### src/hdl/cmft_pkg.sv
// Shared types and constants of the motor feedback table.
// No dependencies; used by every module of the block.
package cmft_pkg;

  // Operation codes of an input word
  typedef enum logic [1:0] {
    OP_FRAME     = 2'd0,
    OP_READ_SLOT = 2'd1,
    OP_READ_LAST = 2'd2
  } op_e;

  // Commands handed from the front end to the back end
  typedef enum logic [1:0] {
    CMD_NONE,
    CMD_STORE,
    CMD_READ_SLOT,
    CMD_READ_LAST
  } cmd_kind_e;

  localparam int unsigned SLOT_W    = 4;
  localparam int unsigned ID_W      = 11;
  localparam int unsigned LEN_W     = 4;
  localparam int unsigned RECORD_W  = 56;

  localparam logic [ID_W-1:0]  FIRST_ACCEPTED_ID = 11'h205;
  localparam logic [ID_W-1:0]  SLOT_ID_BASE      = 11'h204;
  localparam logic [LEN_W-1:0] MIN_FRAME_BYTES   = 4'd7;

  typedef struct packed {
    cmd_kind_e             kind;
    logic [SLOT_W-1:0]     slot;
    logic [RECORD_W-1:0]   data;
  } cmd_t;

endpackage

### src/hdl/can_motor_feedback_table_unit.sv
// Motor feedback table: top level with front end, command queue, back end.
// Depends on cmft_pkg, cmft_front, cmft_queue and cmft_back.
//
// Usage:
//   Input channel (in_valid_i / in_stall_o) takes one word per cycle while
//   in_stall_o is low: a received CAN frame (stored in its driver slot if
//   accepted), a read of a slot entry, or a read of the last stored record.
//   Output channel (out_valid_o / out_stall_i) gives exactly one result word
//   per input word, in order. found_o low means every other field is zero.
//   Result path: an accepted word is registered in a queue entry, then in
//   the result register, where out_valid_o rises.
//   Throughput: one word per cycle while out_stall_i is low, set by the table
//   access in the back end; the two-entry queue lets the input side keep
//   running for two words while the output is stalled.
//   While out_stall_i is high the result word holds, the queue fills and
//   in_stall_o rises once it is full.
//   Reset clears slot valid marks, the last-record mark and all handshake
//   state; the block accepts words as soon as reset is released.
module can_motor_feedback_table_unit #(
  parameter int unsigned DRIVER_SLOTS = 8
) (
  input  logic                          clk_i,
  input  logic                          rst_ni,
  input  logic                          in_valid_i,
  output logic                          in_stall_o,
  input  logic [1:0]                    operation_i,
  input  logic                          is_extended_i,
  input  logic                          is_remote_i,
  input  logic [cmft_pkg::LEN_W-1:0]    frame_length_i,
  input  logic [cmft_pkg::ID_W-1:0]     std_id_i,
  input  logic [cmft_pkg::RECORD_W-1:0] payload_i,
  input  logic [cmft_pkg::SLOT_W-1:0]   query_slot_i,
  output logic                          out_valid_o,
  input  logic                          out_stall_i,
  output logic                          found_o,
  output logic [cmft_pkg::SLOT_W-1:0]   slot_o,
  output logic [15:0]                   angle_o,
  output logic signed [15:0]            speed_o,
  output logic signed [15:0]            current_o,
  output logic [7:0]                    temperature_o,
  output logic [cmft_pkg::ID_W-1:0]     source_id_o
);

  cmft_pkg::cmd_t front_cmd;
  cmft_pkg::cmd_t head_cmd;
  logic           q_full;
  logic           q_valid;
  logic           q_pop;
  logic           q_push;

  assign in_stall_o = q_full;
  assign q_push     = in_valid_i && !q_full;

  // Classify incoming words
  cmft_front #(
    .DRIVER_SLOTS (DRIVER_SLOTS)
  ) u_front (
    .operation_i    (operation_i),
    .is_extended_i  (is_extended_i),
    .is_remote_i    (is_remote_i),
    .frame_length_i (frame_length_i),
    .std_id_i       (std_id_i),
    .payload_i      (payload_i),
    .query_slot_i   (query_slot_i),
    .cmd_o          (front_cmd)
  );

  // Decoupling queue
  cmft_queue u_queue (
    .clk_i      (clk_i),
    .rst_ni     (rst_ni),
    .push_i     (q_push),
    .push_cmd_i (front_cmd),
    .full_o     (q_full),
    .pop_i      (q_pop),
    .valid_o    (q_valid),
    .head_o     (head_cmd)
  );

  // Table and result register
  cmft_back #(
    .DRIVER_SLOTS (DRIVER_SLOTS)
  ) u_back (
    .clk_i         (clk_i),
    .rst_ni        (rst_ni),
    .cmd_valid_i   (q_valid),
    .cmd_i         (head_cmd),
    .pop_o         (q_pop),
    .out_valid_o   (out_valid_o),
    .out_stall_i   (out_stall_i),
    .found_o       (found_o),
    .slot_o        (slot_o),
    .angle_o       (angle_o),
    .speed_o       (speed_o),
    .current_o     (current_o),
    .temperature_o (temperature_o),
    .source_id_o   (source_id_o)
  );

`ifndef SYNTHESIS
  // A found record always lies in a legal driver slot
  a_found_slot: assert property (@(posedge clk_i) disable iff (!rst_ni)
    out_valid_o && found_o |-> (slot_o != '0)
      && ({1'b0, slot_o} < (cmft_pkg::SLOT_W + 1)'(DRIVER_SLOTS)))
    else $error("found result with illegal slot");

  // Not-found results carry all-zero fields
  a_miss_zero: assert property (@(posedge clk_i) disable iff (!rst_ni)
    out_valid_o && !found_o |-> (slot_o == '0) && (angle_o == '0) && (speed_o == '0)
      && (current_o == '0) && (temperature_o == '0) && (source_id_o == '0))
    else $error("not-found result with nonzero fields");

  // Source identifier tracks the slot
  a_source_id: assert property (@(posedge clk_i) disable iff (!rst_ni)
    out_valid_o && found_o |->
      source_id_o == ({{(cmft_pkg::ID_W - cmft_pkg::SLOT_W){1'b0}}, slot_o}
                      + cmft_pkg::SLOT_ID_BASE))
    else $error("source id does not match slot");
`endif

endmodule

### src/hdl/cmft_front.sv
// Front end: classifies an incoming word into a table command.
// Depends on cmft_pkg.
module cmft_front #(
  parameter int unsigned DRIVER_SLOTS = 8
) (
  input  logic [1:0]                     operation_i,
  input  logic                           is_extended_i,
  input  logic                           is_remote_i,
  input  logic [cmft_pkg::LEN_W-1:0]     frame_length_i,
  input  logic [cmft_pkg::ID_W-1:0]      std_id_i,
  input  logic [cmft_pkg::RECORD_W-1:0]  payload_i,
  input  logic [cmft_pkg::SLOT_W-1:0]    query_slot_i,
  output cmft_pkg::cmd_t                 cmd_o
);

  logic [cmft_pkg::ID_W-1:0] id_slot;
  logic                      frame_ok;
  logic                      query_ok;

  // Slot derived from the identifier, range checks for frames and queries
  assign id_slot  = std_id_i - cmft_pkg::SLOT_ID_BASE;
  assign frame_ok = !is_extended_i && !is_remote_i
                    && (frame_length_i >= cmft_pkg::MIN_FRAME_BYTES)
                    && (std_id_i >= cmft_pkg::FIRST_ACCEPTED_ID)
                    && (id_slot < cmft_pkg::ID_W'(DRIVER_SLOTS));
  assign query_ok = (query_slot_i != '0)
                    && ({1'b0, query_slot_i} < (cmft_pkg::SLOT_W + 1)'(DRIVER_SLOTS));

  // Command build
  always_comb begin
    cmd_o      = '0;
    cmd_o.kind = cmft_pkg::CMD_NONE;
    cmd_o.data = payload_i;
    case (operation_i)
      cmft_pkg::OP_FRAME: begin
        if (frame_ok) begin
          cmd_o.kind = cmft_pkg::CMD_STORE;
          cmd_o.slot = id_slot[cmft_pkg::SLOT_W-1:0];
        end
      end
      cmft_pkg::OP_READ_SLOT: begin
        if (query_ok) begin
          cmd_o.kind = cmft_pkg::CMD_READ_SLOT;
          cmd_o.slot = query_slot_i;
        end
      end
      cmft_pkg::OP_READ_LAST: begin
        cmd_o.kind = cmft_pkg::CMD_READ_LAST;
      end
      default: begin
        cmd_o.kind = cmft_pkg::CMD_NONE;
      end
    endcase
  end

endmodule

### src/hdl/cmft_queue.sv
// Two-entry command queue between front end and back end.
// Depends on cmft_pkg.
module cmft_queue (
  input  logic           clk_i,
  input  logic           rst_ni,
  input  logic           push_i,
  input  cmft_pkg::cmd_t push_cmd_i,
  output logic           full_o,
  input  logic           pop_i,
  output logic           valid_o,
  output cmft_pkg::cmd_t head_o
);

  localparam int unsigned DEPTH = 2;
  localparam int unsigned PTR_W = $clog2(DEPTH);
  localparam int unsigned CNT_W = $clog2(DEPTH + 1);

  cmft_pkg::cmd_t   entry_q [DEPTH];
  logic [PTR_W-1:0] wr_ptr_q, wr_ptr_d;
  logic [PTR_W-1:0] rd_ptr_q, rd_ptr_d;
  logic [CNT_W-1:0] count_q, count_d;

  assign full_o  = (count_q == CNT_W'(DEPTH));
  assign valid_o = (count_q != '0);
  assign head_o  = entry_q[rd_ptr_q];

  // Pointer and fill count update
  always_comb begin
    wr_ptr_d = wr_ptr_q;
    rd_ptr_d = rd_ptr_q;
    count_d  = count_q;
    if (push_i) begin
      wr_ptr_d = (wr_ptr_q == PTR_W'(DEPTH - 1)) ? '0 : wr_ptr_q + 1'b1;
    end
    if (pop_i) begin
      rd_ptr_d = (rd_ptr_q == PTR_W'(DEPTH - 1)) ? '0 : rd_ptr_q + 1'b1;
    end
    if (push_i && !pop_i) begin
      count_d = count_q + 1'b1;
    end else if (pop_i && !push_i) begin
      count_d = count_q - 1'b1;
    end
  end

  always_ff @(posedge clk_i or negedge rst_ni) begin
    if (!rst_ni) begin
      wr_ptr_q <= '0;
      rd_ptr_q <= '0;
      count_q  <= '0;
    end else begin
      wr_ptr_q <= wr_ptr_d;
      rd_ptr_q <= rd_ptr_d;
      count_q  <= count_d;
    end
  end

  // Entry storage, no reset
  always_ff @(posedge clk_i) begin
    if (push_i) begin
      entry_q[wr_ptr_q] <= push_cmd_i;
    end
  end

endmodule

### src/hdl/cmft_back.sv
// Back end: slot table, last record and the registered result word.
// Depends on cmft_pkg.
module cmft_back #(
  parameter int unsigned DRIVER_SLOTS = 8
) (
  input  logic                        clk_i,
  input  logic                        rst_ni,
  input  logic                        cmd_valid_i,
  input  cmft_pkg::cmd_t              cmd_i,
  output logic                        pop_o,
  output logic                        out_valid_o,
  input  logic                        out_stall_i,
  output logic                        found_o,
  output logic [cmft_pkg::SLOT_W-1:0] slot_o,
  output logic [15:0]                 angle_o,
  output logic signed [15:0]          speed_o,
  output logic signed [15:0]          current_o,
  output logic [7:0]                  temperature_o,
  output logic [cmft_pkg::ID_W-1:0]   source_id_o
);

  localparam int unsigned IDX_W = (DRIVER_SLOTS > 1) ? $clog2(DRIVER_SLOTS) : 1;

  logic [cmft_pkg::RECORD_W-1:0] record_q [DRIVER_SLOTS];
  logic [DRIVER_SLOTS-1:0]       slot_valid_q;
  logic [cmft_pkg::RECORD_W-1:0] last_record_q;
  logic [cmft_pkg::SLOT_W-1:0]   last_slot_q;
  logic                          last_valid_q;
  logic                          out_valid_q;

  logic [IDX_W-1:0]              idx;
  logic                          hit;
  logic [cmft_pkg::SLOT_W-1:0]   res_slot;
  logic [cmft_pkg::RECORD_W-1:0] res_rec;
  logic                          do_store;

  assign idx         = cmd_i.slot[IDX_W-1:0];
  assign pop_o       = cmd_valid_i && (!out_valid_q || !out_stall_i);
  assign do_store    = pop_o && (cmd_i.kind == cmft_pkg::CMD_STORE);
  assign out_valid_o = out_valid_q;

  // Execute one command against the table
  always_comb begin
    hit      = 1'b0;
    res_slot = cmd_i.slot;
    res_rec  = cmd_i.data;
    case (cmd_i.kind)
      cmft_pkg::CMD_STORE: begin
        hit = 1'b1;
      end
      cmft_pkg::CMD_READ_SLOT: begin
        hit     = slot_valid_q[idx];
        res_rec = record_q[idx];
      end
      cmft_pkg::CMD_READ_LAST: begin
        hit      = last_valid_q;
        res_slot = last_slot_q;
        res_rec  = last_record_q;
      end
      default: begin
        hit = 1'b0;
      end
    endcase
  end

  // Control state and result valid
  always_ff @(posedge clk_i or negedge rst_ni) begin
    if (!rst_ni) begin
      slot_valid_q <= '0;
      last_slot_q  <= '0;
      last_valid_q <= 1'b0;
      out_valid_q  <= 1'b0;
    end else begin
      if (do_store) begin
        slot_valid_q[idx] <= 1'b1;
        last_slot_q       <= cmd_i.slot;
        last_valid_q      <= 1'b1;
      end
      if (pop_o) begin
        out_valid_q <= 1'b1;
      end else if (!out_stall_i) begin
        out_valid_q <= 1'b0;
      end
    end
  end

  // Record storage and result payload; zeros when not found
  always_ff @(posedge clk_i) begin
    if (do_store) begin
      record_q[idx] <= cmd_i.data;
      last_record_q <= cmd_i.data;
    end
    if (pop_o) begin
      found_o       <= hit;
      slot_o        <= hit ? res_slot : '0;
      angle_o       <= hit ? res_rec[55:40] : '0;
      speed_o       <= hit ? res_rec[39:24] : '0;
      current_o     <= hit ? res_rec[23:8] : '0;
      temperature_o <= hit ? res_rec[7:0] : '0;
      source_id_o   <= hit ? ({{(cmft_pkg::ID_W - cmft_pkg::SLOT_W){1'b0}}, res_slot}
                              + cmft_pkg::SLOT_ID_BASE) : '0;
    end
  end

endmodule

### config.mk
export PLATFORM = sky130hd
export DESIGN_NAME = can_motor_feedback_table_unit
export DESIGN_NICKNAME = d
export VERILOG_FILES = /design/src/hdl/cmft_pkg.sv /design/src/hdl/can_motor_feedback_table_unit.sv /design/src/hdl/cmft_front.sv /design/src/hdl/cmft_queue.sv /design/src/hdl/cmft_back.sv
export SDC_FILE = /design/constraint.sdc
export NUM_CORES = 1
export LEC_CHECK = 0
export BUFFER_PORTS_ARGS = -buffer_cell sky130_fd_sc_hd__buf_2
export CORE_ASPECT_RATIO = 1.5
export CORE_MARGIN = 4
export CORE_UTILIZATION = 50
export CTS_BUF_LIST = sky130_fd_sc_hd__clkbuf_8
export DETAILED_ROUTE_END_ITERATION = 12
export GPL_ROUTABILITY_DRIVEN = 0
export MAX_ROUTING_LAYER = met4
export PLACE_DENSITY = 0.67
export SYNTH_ARGS = -nofsm -noshare
export SYNTH_HDL_FRONTEND = slang
export SYNTH_SLANG_ARGS = --single-unit
### constraint.sdc
create_clock -name clk_i -period 14.7 [get_ports clk_i]
set_input_delay 0 -clock clk_i [delete_from_list [all_inputs] [get_ports clk_i]]
set_output_delay 0 -clock clk_i [all_outputs]
set_load 0.005 [all_outputs]
==> out/metrics.cfg <==
[drt]
firstDrtPassIters=5
first_iter_violations=1395
wl_mm=63.12
viasPerCell=5.823
routed-via-count=16020
wl_per_cell_um=22.95
ant_nets=0
route.detailed.drc=0

[cts]
cts_buffers=100
tritoncts=yes
cts-resized-gates=0
h-tree-depth=3
cts_buffer_depth=3
clkSinkCount=711
cts.root.buffer_cell=clkbuf_8
clkLatencyLatePin_ns=0.66
clk_pin_slew_ns=0.07

[cells_and_area]
regArea_mm2=0.02126
multi_input_area_mm2=0.005602
finalNetCount=2067
fill_cells=4191
syn_to_final_growth_pct=15.45
layout-drive-gt1-share_pct=19.85

[floorplan]
core-area_mm2=0.05387
dieArea_mm2=0.05841
ios=157
rows=104
die_w_um=198.7
fp.dieH_um=294.0
start_util_pct=50.62

[logic_synthesis]
ys_async_sr_fraction_pct=2.532
yosysTopAreaCell=edfxtp_1
synth_top_family_by_area=compound AO/OA/AOI/OAI gates
syn-instance-count=1735
synth_top_area_share_pct=76.31
ys_ff_latch=711
yosysUniqueCellTypes=53
syn-cell-area_mm2=0.02727
synthAdderAreaFrac_pct=0.1377
syn_avg_cell_area_um2=15.72
synth_top_flop_cell=edfxtp_1
ys_seq_area_share_pct=77.97
synth_compound_area_share_pct=8.356
synthXorXnorAreaFrac_pct=0.2248
synth-simple-area-share_pct=6.557
yosys_warnings=0
synthMuxAreaShare_pct=4.676
synth_edf_count=693
synth.area.top_cells=edfxtp_1 (76%), nand2_1 (3.1%), mux2_2 (2.3%), mux2i_1 (2.2%), dfrtp_1 (1.7%)

[power]
cellLeakagePower_uw=0.01086
seq_power_share_pct=47.5
power.switching_uw=2019
switching_share_pct=32.86
p_per_area_mw_per_mm2=195.2
clkPwrFrac_pct=24.9
ir_worst_vdd_mv=0.2250
combinationalPowerShare_pct=27.6
internal_power_uw=4127

[worst_setup_path]
crit_required_ns=15.05
start_kind=flip-flop
r2r_slack_ns=9.99
cp.depth=8
rr_worst_depth=8
cp.arrival_ns=5.06
criticalPathCategory=flip-flop to flip-flop
cp_cell_sequence=buf_4 -> mux2_8 -> buf_4 -> buf_4 -> mux2i_1 -> a32oi_1 -> nand3_1 -> a21oi_1
worst_setup_path_end_kind=flip-flop
critPathTopFamily=buffers and inverters
slowest_stage=buf_4
crit_fanout=89
max_stage_delay_ns=0.93
critPathBufInv=3
cp_common_cell=buf_4

[placement]
io_buffers=151
dpl.hpwl_mm=32.52

[sta]
period_minus_slack_ns=4.715
period_share_pct=32.07
finalSetupTns_ns=0
rsz0062_at_grt=false
final.hold.worst_slack_ns=0.06382
fmax_mhz=212.1
final_max_slew_viol_count=0
report.final.hold_viol_count=0
setup_viol=0
maxSlewHeadroom_pct=21.20
worst_slew_pin_slew_ns=1.182
fin_worst_skew_ns=0.02348

[grt]
antenna_found_initial=1
grt_max_degree=175
track_usage_pct=22.13
grt_pass1_vias=16750
grt_pass1_wl_mm=96.69
overflow=0

[flow_run]
drv_cap=0

[hold_path]
hold_depth=2
hold_path_class=input port to flip-flop

[status]
status=finished clean

## kinds of logic (layout without fill, tap and decap cells)
kind of cell | Yosys count | count (layout)
flops | 711 | 711
simple gates | 431 | 431
compound gates | 341 | 341
buf+inv | 122 | 441
mux | 119 | 119
xor+xnor | 7 | 7
fa+ha+maj | 3 | 3
other cells | 1 | 9
## sequential cells by signal (all words and copies together), names as in the netlist, 2 cells and up
register              count
u_back.current_o         16
u_back.last_slot_q        4
u_back.temperature_o      8
u_back.last_record_q     56
u_queue.count_q           2
u_back.angle_o           16
u_back.speed_o           16
u_back.slot_o             4
u_back.source_id_o        4
u_back.slot_valid_q       8
u_queue.entry_q         124
u_back.record_q         448
## what timing repair did
item | 4_1_cts | 5_1_grt
hold buffers | 75 | 0
buffers inserted | 0 | 0
hold endpoints to repair | 145 | 0
## path summary, 6_finish.rpt
check | start | endpoint
min in group asynchronous | rst_ni | u_back.slot_valid_q[2]
hold / removal | payload_i[2] | u_queue.entry_q[0][2]
max in group asynchronous | rst_ni | u_queue.rd_ptr_q
setup reg to reg | u_queue.rd_ptr_q | u_back.current_o[3]
hold reg to reg | u_back.slot_valid_q[5] | u_back.slot_valid_q[5]
setup / recovery | u_queue.rd_ptr_q | u_back.current_o[3]
## routing by layer
| layer | track usage (%) | vias up | part of all wire [%] |
|---|---|---|---|
| met5 | - | - | 0 |
| met4 | 6.459 | 0 | 2.0 |
| met3 | 3.150 | 109 | 6.8 |
| met2 | 38.29 | 673 | 53 |
| met1 | 27.29 | 8060 | 38 |
| li1 | - | 7176 | - |
## final cells by class
| cell class | count | area share (%) |
|---|---|---|
| multi-input combinational | 908 | 17.79 |
| clock buffer | 114 | 4.984 |
| antenna | 2 | 0.01590 |
| clock inverter | 67 | 1.419 |
| inverter | 12 | 0.1550 |
| sequential | 711 | 67.54 |
| timing repair buffer | 248 | 5.350 |
| tap | 689 | 2.738 |
## worst reg2reg max path, cell delays in order, from the launching register on
cell	delay (ns)
dfrtp_4	0.72
buf_4	0.72
mux2_8	0.66
buf_4	1.00
buf_4	0.72
mux2i_1	0.27
a32oi_1	0.08
nand3_1	0.16
a21oi_1	0.07
## cells in the final DEF (no fill, tap or decap), types with 5 or more instances in the layout
| master | instances |
|---|---|
| nor2b_1 | 5 |
| clkinv_1 | 14 |
| clkinv_2 | 16 |
| clkbuf_8 | 114 |
| mux2i_1 | 60 |
| buf_4 | 21 |
| edfxtp_1 | 693 |
| a31oi_1 | 56 |
| nand3_1 | 53 |
| o21ai_0 | 64 |
| nor4_1 | 5 |
| o21a_1 | 5 |
| nor2_1 | 106 |
| inv_1 | 38 |
| nand2_1 | 224 |
| a22oi_1 | 56 |
| a21oi_1 | 76 |
| bufinv_16 | 6 |
| dfrtp_1 | 17 |
| or2_2 | 7 |
| buf_2 | 151 |
| a32oi_1 | 47 |
| dlygate4sd3_1 | 75 |
| mux2_2 | 56 |
| conb_1 | 7 |
| nor2_4 | 6 |
## power by group through the flow
stage	logic [uW]	registers, uW	clock network (uW)
2_1_floorplan	1090	2920	0
3_3_place_gp	1650	2960	0
3_5_place_dp	1700	2960	0
4_1_cts	1720	2920	1560
5_1_grt	1850	2940	1660
6_report	1700	2920	1530
## synth_stat cells, types with 3 or more instances
cell type / instances
nand3b_1: 4
mux2i_1: 61
a221oi_2: 4
a22oi_1: 56
buf_2: 31
edfxtp_1: 693
a31oi_1: 56
clkbuf_1: 52
a21oi_1: 76
nand3_1: 53
o21ai_0: 64
nand2b_1: 3
o221a_2: 3
buf_1: 10
and2_1: 3
mux2_2: 56
ha_1: 3
nand2_1: 227
o21a_1: 5
and3_1: 3
o221ai_1: 3
xnor2_1: 4
a22o_1: 4
inv_1: 12
nor4_1: 5
buf_4: 16
xor2_1: 3
or2_2: 7
o22ai_1: 4
nor2_1: 112
nor3_1: 5
nor2b_1: 5
a32oi_1: 48
dfrtp_1: 18
## metrics by stage
stage	cell area, um^2	power, uW	cells	utilization [%]	setup WS [ns]
3_3_place_gp	28710	4610	2493	53.29	10.07
6_report	31480	6147	2751	58.44	9.985
4_1_cts	31480	6198	2749	58.43	9.924
3_5_place_dp	28710	4656	2493	53.29	9.942
5_1_grt	31480	6453	2750	58.43	9.733
2_1_floorplan	27290	4008	1741	-	8.898
(Power assumes the default switching activity.)
